==> src/rtl/hfs_pkg.sv <==
package hfs_pkg;

    localparam int NUM_STATES_DEF  = 8;
    localparam int NUM_SYMBOLS_DEF = 16;

    // probability format Q1.16, alpha format Q1.24
    localparam int PROB_FRAC_BITS = 16;
    localparam int ALPHA_FRAC     = 24;
    localparam int ALPHA_W        = 25;
    localparam int PROB_W         = 17;

    // reciprocal floor(2^48 / S)
    localparam int QW = 49;

    // log2 fraction bits, one squaring per bit
    localparam int SQ_STEPS = 20;
    localparam int L2W      = 27;

    localparam logic [31:0]        LN2_Q32  = 32'd2977044472;
    localparam logic signed [47:0] LL_ONE   = 48'sd65536;
    localparam logic signed [47:0] LL_MAX   = 48'sh7FFF_FFFF_FFFF;
    localparam logic signed [47:0] LL_MIN   = 48'sh8000_0000_0000;
    localparam logic [27:0]        SCALE_MAX = 28'hFFF_FFFF;

    typedef enum logic [1:0] {
        OP_LOAD_INIT  = 2'd0,
        OP_LOAD_TRANS = 2'd1,
        OP_LOAD_EMIS  = 2'd2,
        OP_OBSERVE    = 2'd3
    } t_opcode;

    typedef enum logic [1:0] {
        RES_DEAD = 2'd0,
        RES_LOW  = 2'd1,
        RES_LIVE = 2'd2
    } t_res_kind;

    typedef struct packed {
        logic      accept;
        logic      col_rd;
        logic      mac_issue;
        logic      emul;
        logic      store;
        logic      div_init;
        logic      div_step;
        logic      nrd;
        logic      nlo;
        logic      nhi;
        logic      nwr;
        logic      lnorm_init;
        logic      lnorm_step;
        logic      lsq_init;
        logic      lsq_step;
        logic      lmul;
        logic      lacc;
        logic      set_dead;
        logic      out_load;
        t_res_kind kind;
    } t_cmd;

    typedef struct packed {
        logic dead;
        logic s_low;
        logic norm_msb;
        logic out_free;
    } t_status;

endpackage

==> src/rtl/hfs_ctrl.sv <==
module hfs_ctrl #(
    parameter int NUM_STATES = hfs_pkg::NUM_STATES_DEF
) (
    input  logic              i_clk,
    input  logic              i_rst_n,
    input  logic              i_valid,
    output logic              o_stall,
    input  logic [1:0]        i_opcode,
    input  logic              i_starts_sequence,
    input  hfs_pkg::t_status  i_st,
    output hfs_pkg::t_cmd     o_cmd,
    output logic [((NUM_STATES > 1) ? $clog2(NUM_STATES) : 1)-1:0] o_i_idx,
    output logic [((NUM_STATES > 1) ? $clog2(NUM_STATES) : 1)-1:0] o_j_idx,
    output logic [4:0]        o_bit
);

    localparam int SIW = (NUM_STATES > 1) ? $clog2(NUM_STATES) : 1;
    localparam logic [SIW-1:0] LAST = SIW'(NUM_STATES - 1);

    typedef enum logic [4:0] {
        ST_IDLE, ST_COL, ST_MAC, ST_DRAIN, ST_EMUL, ST_STORE, ST_CHECK, ST_DIV,
        ST_NRD, ST_NLO, ST_NHI, ST_NWR, ST_LNORM, ST_LSQ, ST_LMUL, ST_LACC, ST_OUT
    } t_state;

    t_state             r_state;
    logic [SIW-1:0]     r_i;
    logic [SIW-1:0]     r_j;
    logic [5:0]         r_cnt;
    logic               r_start;
    hfs_pkg::t_res_kind r_kind;
    logic               accept;
    logic               obs;

    assign o_stall = (r_state != ST_IDLE);
    assign accept  = i_valid && !o_stall;
    assign obs     = (i_opcode == hfs_pkg::OP_OBSERVE);
    assign o_i_idx = r_i;
    assign o_j_idx = r_j;
    assign o_bit   = r_cnt[4:0];

    always_comb begin
        o_cmd            = '0;
        o_cmd.kind       = r_kind;
        o_cmd.accept     = accept;
        o_cmd.col_rd     = (r_state == ST_COL);
        o_cmd.mac_issue  = (r_state == ST_MAC);
        o_cmd.emul       = (r_state == ST_EMUL);
        o_cmd.store      = (r_state == ST_STORE);
        o_cmd.div_init   = (r_state == ST_CHECK) && !i_st.s_low;
        o_cmd.lnorm_init = (r_state == ST_CHECK) && !i_st.s_low;
        o_cmd.set_dead   = (r_state == ST_CHECK) && i_st.s_low;
        o_cmd.div_step   = (r_state == ST_DIV);
        o_cmd.nrd        = (r_state == ST_NRD);
        o_cmd.nlo        = (r_state == ST_NLO);
        o_cmd.nhi        = (r_state == ST_NHI);
        o_cmd.nwr        = (r_state == ST_NWR);
        o_cmd.lnorm_step = (r_state == ST_LNORM) && !i_st.norm_msb;
        o_cmd.lsq_init   = (r_state == ST_LNORM) && i_st.norm_msb;
        o_cmd.lsq_step   = (r_state == ST_LSQ);
        o_cmd.lmul       = (r_state == ST_LMUL);
        o_cmd.lacc       = (r_state == ST_LACC);
        o_cmd.out_load   = (r_state == ST_OUT) && i_st.out_free;
    end

    always_ff @(posedge i_clk) begin
        if (!i_rst_n) begin
            r_state <= ST_IDLE;
            r_i     <= '0;
            r_j     <= '0;
            r_cnt   <= '0;
            r_start <= 1'b0;
            r_kind  <= hfs_pkg::RES_DEAD;
        end else begin
            case (r_state)
                ST_IDLE: begin
                    if (accept && obs) begin
                        r_start <= i_starts_sequence;
                        r_i     <= '0;
                        if (!i_starts_sequence && i_st.dead) begin
                            r_kind  <= hfs_pkg::RES_DEAD;
                            r_state <= ST_OUT;
                        end else begin
                            r_state <= ST_COL;
                        end
                    end
                end
                ST_COL: begin
                    r_j     <= '0;
                    r_state <= r_start ? ST_EMUL : ST_MAC;
                end
                ST_MAC: begin
                    if (r_j == LAST) begin
                        r_cnt   <= '0;
                        r_state <= ST_DRAIN;
                    end else begin
                        r_j <= r_j + 1'b1;
                    end
                end
                ST_DRAIN: begin
                    // drain the read stage, then the product stage
                    if (r_cnt == 6'd1) begin
                        r_state <= ST_EMUL;
                    end else begin
                        r_cnt <= r_cnt + 6'd1;
                    end
                end
                ST_EMUL: begin
                    r_state <= ST_STORE;
                end
                ST_STORE: begin
                    if (r_i == LAST) begin
                        r_state <= ST_CHECK;
                    end else begin
                        r_i     <= r_i + 1'b1;
                        r_state <= ST_COL;
                    end
                end
                ST_CHECK: begin
                    r_cnt <= '0;
                    if (i_st.s_low) begin
                        r_kind  <= hfs_pkg::RES_LOW;
                        r_state <= ST_OUT;
                    end else begin
                        r_state <= ST_DIV;
                    end
                end
                ST_DIV: begin
                    if (r_cnt == 6'(hfs_pkg::QW - 1)) begin
                        r_i     <= '0;
                        r_state <= ST_NRD;
                    end else begin
                        r_cnt <= r_cnt + 6'd1;
                    end
                end
                ST_NRD: begin
                    r_state <= ST_NLO;
                end
                ST_NLO: begin
                    r_state <= ST_NHI;
                end
                ST_NHI: begin
                    r_state <= ST_NWR;
                end
                ST_NWR: begin
                    if (r_i == LAST) begin
                        r_state <= ST_LNORM;
                    end else begin
                        r_i     <= r_i + 1'b1;
                        r_state <= ST_NRD;
                    end
                end
                ST_LNORM: begin
                    if (i_st.norm_msb) begin
                        r_cnt   <= 6'(hfs_pkg::SQ_STEPS - 1);
                        r_state <= ST_LSQ;
                    end
                end
                ST_LSQ: begin
                    if (r_cnt == 6'd0) begin
                        r_state <= ST_LMUL;
                    end else begin
                        r_cnt <= r_cnt - 6'd1;
                    end
                end
                ST_LMUL: begin
                    r_state <= ST_LACC;
                end
                ST_LACC: begin
                    r_kind  <= hfs_pkg::RES_LIVE;
                    r_state <= ST_OUT;
                end
                ST_OUT: begin
                    if (i_st.out_free) begin
                        r_state <= ST_IDLE;
                    end
                end
                default: begin
                    r_state <= ST_IDLE;
                end
            endcase
        end
    end

    a_load_free: assert property (@(posedge i_clk) disable iff (!i_rst_n)
        o_cmd.out_load |-> i_st.out_free)
        else $error("result loaded over an untaken beat");

    a_div_nonzero: assert property (@(posedge i_clk) disable iff (!i_rst_n)
        (r_state == ST_DIV) |-> !i_st.s_low)
        else $error("reciprocal of a scale below threshold");

    a_sq_normed: assert property (@(posedge i_clk) disable iff (!i_rst_n)
        (r_state == ST_LSQ) |-> i_st.norm_msb)
        else $error("log squaring on an unnormalized scale");

endmodule

==> config.mk <==
export PLATFORM = sky130hd
export DESIGN_NAME = hfs_ctrl
export DESIGN_NICKNAME = d
export VERILOG_FILES = /design/src/rtl/hfs_pkg.sv /design/src/rtl/hfs_ctrl.sv
export SDC_FILE = /design/constraint.sdc
export NUM_CORES = 1
export LEC_CHECK = 0
export ABC_AREA = 1
export BUFFER_PORTS_ARGS = -buffer_cell sky130_fd_sc_hd__clkbuf_2
export CORE_ASPECT_RATIO = 0.8
export CORE_MARGIN = 1
export CORE_UTILIZATION = 54
export DETAILED_ROUTE_END_ITERATION = 8
export GPL_ROUTABILITY_DRIVEN = 0
export PLACE_DENSITY_LB_ADDON = 0.08
export SYNTH_ARGS = -nofsm -noshare
export SYNTH_HDL_FRONTEND = slang
export SYNTH_SLANG_ARGS = --single-unit
==> constraint.sdc <==
create_clock -name i_clk -period 1.7 [get_ports i_clk]
set_input_delay 0.51 -clock i_clk [delete_from_list [all_inputs] [get_ports i_clk]]
set_output_delay 0.51 -clock i_clk [all_outputs]
set_load 0.005 [all_outputs]
==> flow_summary.toml <==
[worst_setup_path]
end_kind = "primary output"
cp.arrival_ps = 1340
crit_chain = "inv_1, nand3_4, nor3_2, clkbuf_2"
worst-path-stages = 4
cp_max_fo = 7
ff2ff_path_depth = 9
crit_path_max_incr_delay_ps = 400
cp_slowest_cell = "dfxtp_4"
r2r_slack_ps = -50
r2r-end = "o_i_idx[1]$_SDFFE_PN0P_"
crit_end = "o_cmd[12]"
startpoint_type = "flip-flop"
required_ps = 1190
r2r_start = "r_state[4]$_SDFFE_PN0P_"
crit_family = "flip-flops"
cp_num_buf_inv = 2
crit_start = "r_state[1]$_SDFFE_PN0P_"
path_class = "flip-flop to primary output"

[global_route]
grt_antenna_before_repair = 0
grt_pass1_vias = 1865
grt_max_degree = 12
gr-usage-met1_pct = 47.5
grt_overflow = 0
grt_pass1_wl_um = 9160
grt_usage_pct = 35.7
grt_busiest_layer = "met2"
grtUsageMet2_pct = 54.3
met3_usage_pct = 8.41

[die]
dieArea_mm2 = 0.00354
io_pins = 43
std_cell_rows = 18
dieWidth_um = 66.3
core_mm2 = 0.00311
initial_core_util_pct = 57.4
die_height_um = 53.4

[sta]
min_period_over_period_pct = 109
slew_violations = 0
finalCriticalPeriod_ps = 1850
setup_viol = 21
hold_viol = 0
fmax_ghz = 0.540
finClkSkew_ps = 6.37
relSlewSlack_pct = 78.2
tightest_slew_ps = 325
setup_ws_ps = -152
rsz0062_at_grt = "yes"

[synthesis]
avgSynthCellArea_um2 = 6.14
syn_nets = 309
ys.warnings.count = 0
synth.distinct_cells = 31
synth_seq_cells = 20
syn_area_mm2 = 0.00179
ys_seq_area_share_pct = 22.4
netlist_instances = 291

[routing]
drt-wirelength-per-cell_um = 15.6
ant_nets = 0
drt_iter0_markers = 319
dr.pass1.iters = 5
avgViaCountPerCell = 5.66
vias = 2288
totalWireLength_um = 6290
drc = 0

[cts]
path_clk_slew_ps = 80
cts.path.max_buffers = 2
postCtsHoldBufs = 0
cts_sinks = 20
insertion_delay_ps = 270
cts_tree = "built"
cts_buffers = 3
cts_root_buffer = "clkbuf_8"
h-tree-depth = 1

[power_and_ir_drop]
power_mw = 3.17
leakage_nw = 1.30
pwr_density_cell_mw_per_mm2 = 1270
peakVddDrop_mv = 0.765

[placement]
io_buffers = 42
dp_cells = 373
hpwlAfterDp_um = 3610
place_area_mm2 = 0.00205

[finish]
fin_area_mm2 = 0.00249
drive_above_1_share_pct = 41.8
nets = 383
layout_commonest_cell = "nand2_1"
fin_cells = 404
final_util_pct = 80.2
syn2layout_area_growth_pct = 39.5
n_antenna_cell = 0
mostFrequentLayoutCells = "nand2_1, clkbuf_2, buf_4, nor2_1, nand3_1"

[job]
max-cap-violations = 0

[status]
status = "finished with violations"
violations = "negative setup slack"

[worst_hold_path]
hold_path.class = "flip-flop to flip-flop"
## worst min-delay path by stage
stage	startpoint	end	slack, ps	cells past startpoint
2_1_floorplan	r_kind[0]$_SDFFE_PN0P_	r_kind[0]$_SDFFE_PN0P_	460	2
4_1_cts	r_kind[0]$_SDFFE_PN0P_	r_kind[0]$_SDFFE_PN0P_	470	2
3_3_place_gp	r_kind[1]$_SDFFE_PN0P_	r_kind[1]$_SDFFE_PN0P_	450	2
3_5_place_dp	r_kind[0]$_SDFFE_PN0P_	r_kind[0]$_SDFFE_PN0P_	460	2
6_report	r_kind[0]$_SDFFE_PN0P_	r_kind[0]$_SDFFE_PN0P_	470	2
5_1_grt	r_kind[1]$_SDFFE_PN0P_	r_kind[1]$_SDFFE_PN0P_	510	2
## cells in the mapped netlist
master | instances | area share, %
buf_2 | 3 | 0.84
o21bai_1 | 1 | 0.42
a31oi_1 | 1 | 0.35
o21ai_2 | 1 | 0.49
buf_6 | 2 | 1.3
xnor2_1 | 1 | 0.49
inv_2 | 7 | 1.5
clkinv_2 | 1 | 0.28
ha_1 | 8 | 5.6
nand3_1 | 29 | 8.1
nor2_2 | 8 | 2.8
nor2_1 | 38 | 8.0
nand2_1 | 70 | 15
xor2_1 | 1 | 0.49
or2_2 | 1 | 0.35
o21ai_0 | 8 | 2.2
o211a_1 | 1 | 0.56
and2_1 | 1 | 0.35
dfxtp_1 | 20 | 22
nand2_2 | 8 | 2.8
clkinv_1 | 1 | 0.21
a21oi_1 | 19 | 5.3
nor3_1 | 3 | 0.84
inv_1 | 29 | 6.1
nor2_4 | 8 | 5.0
o21ai_1 | 3 | 0.84
nand3_2 | 2 | 1.1
nand4_1 | 6 | 2.1
nand2_4 | 1 | 0.63
buf_4 | 8 | 3.4
nor4_1 | 1 | 0.35
## metal layers
metal  up-vias  part of all wire, %
li1       1068                    -
met1      1016                   42
met2       170                   42
met3        34                   12
met4         0                  4.0
met5         -                    0
## worst min-delay path: cells and delay by family (launching register included)
family | cells | cell delay, ps
flops | 1 | 310
compound gates | 1 | 50
simple gates | 1 | 60
## registers in the layout, indices dropped and copies added, names as in the netlist
| register | flops |
|---|---|
| r_cnt | 6 |
| r_state | 5 |
| o_i_idx | 3 |
| o_j_idx | 3 |
| r_kind | 2 |
| r_start | 1 |
## repair_timing
item                       CTS  global route
gates resized for setup     46            18
pin swaps                   13            12
setup endpoints to repair   20            30
buffers inserted            17            10
## cells by family (layout without fill, tap and decap cells)
group | after synthesis | count (layout) | share of synthesized area [%]
buf+inv | 51 | 124 | 13.5
xor+xnor | 2 | 2 | 0.981
flops | 20 | 20 | 22.4
simple gates | 176 | 176 | 47.2
fa+ha+maj | 8 | 8 | 5.61
compound gates | 34 | 34 | 10.2
## area by class of cell
type / instances / area [um2]
fillers: 218 / 617
clock buffers: 4 / 55.1
inverters: 38 / 159
well taps: 40 / 50.0
multi-input cells: 220 / 1280
repair buffers: 82 / 528
flip-flops and latches: 20 / 419
## power by group
group          internal [mW]  leakage (nW)  total, mW  switching (mW)
Combinational          0.804          1.11       2.04            1.23
Clock                  0.207        0.0288      0.391           0.184
Sequential             0.592         0.167      0.745           0.153
## stage by stage
stage	hold WS, ps	worst slack [ps]	setup TNS [ps]
after floorplan	456	86.0	0
after global placement	454	80.4	0
after detailed placement	458	31.4	0
after CTS	469	-78.5	-719
after global routing	508	-183	-3080
final	468	-152	-1940
No activity file was read; power rests on OpenSTA's default activity.
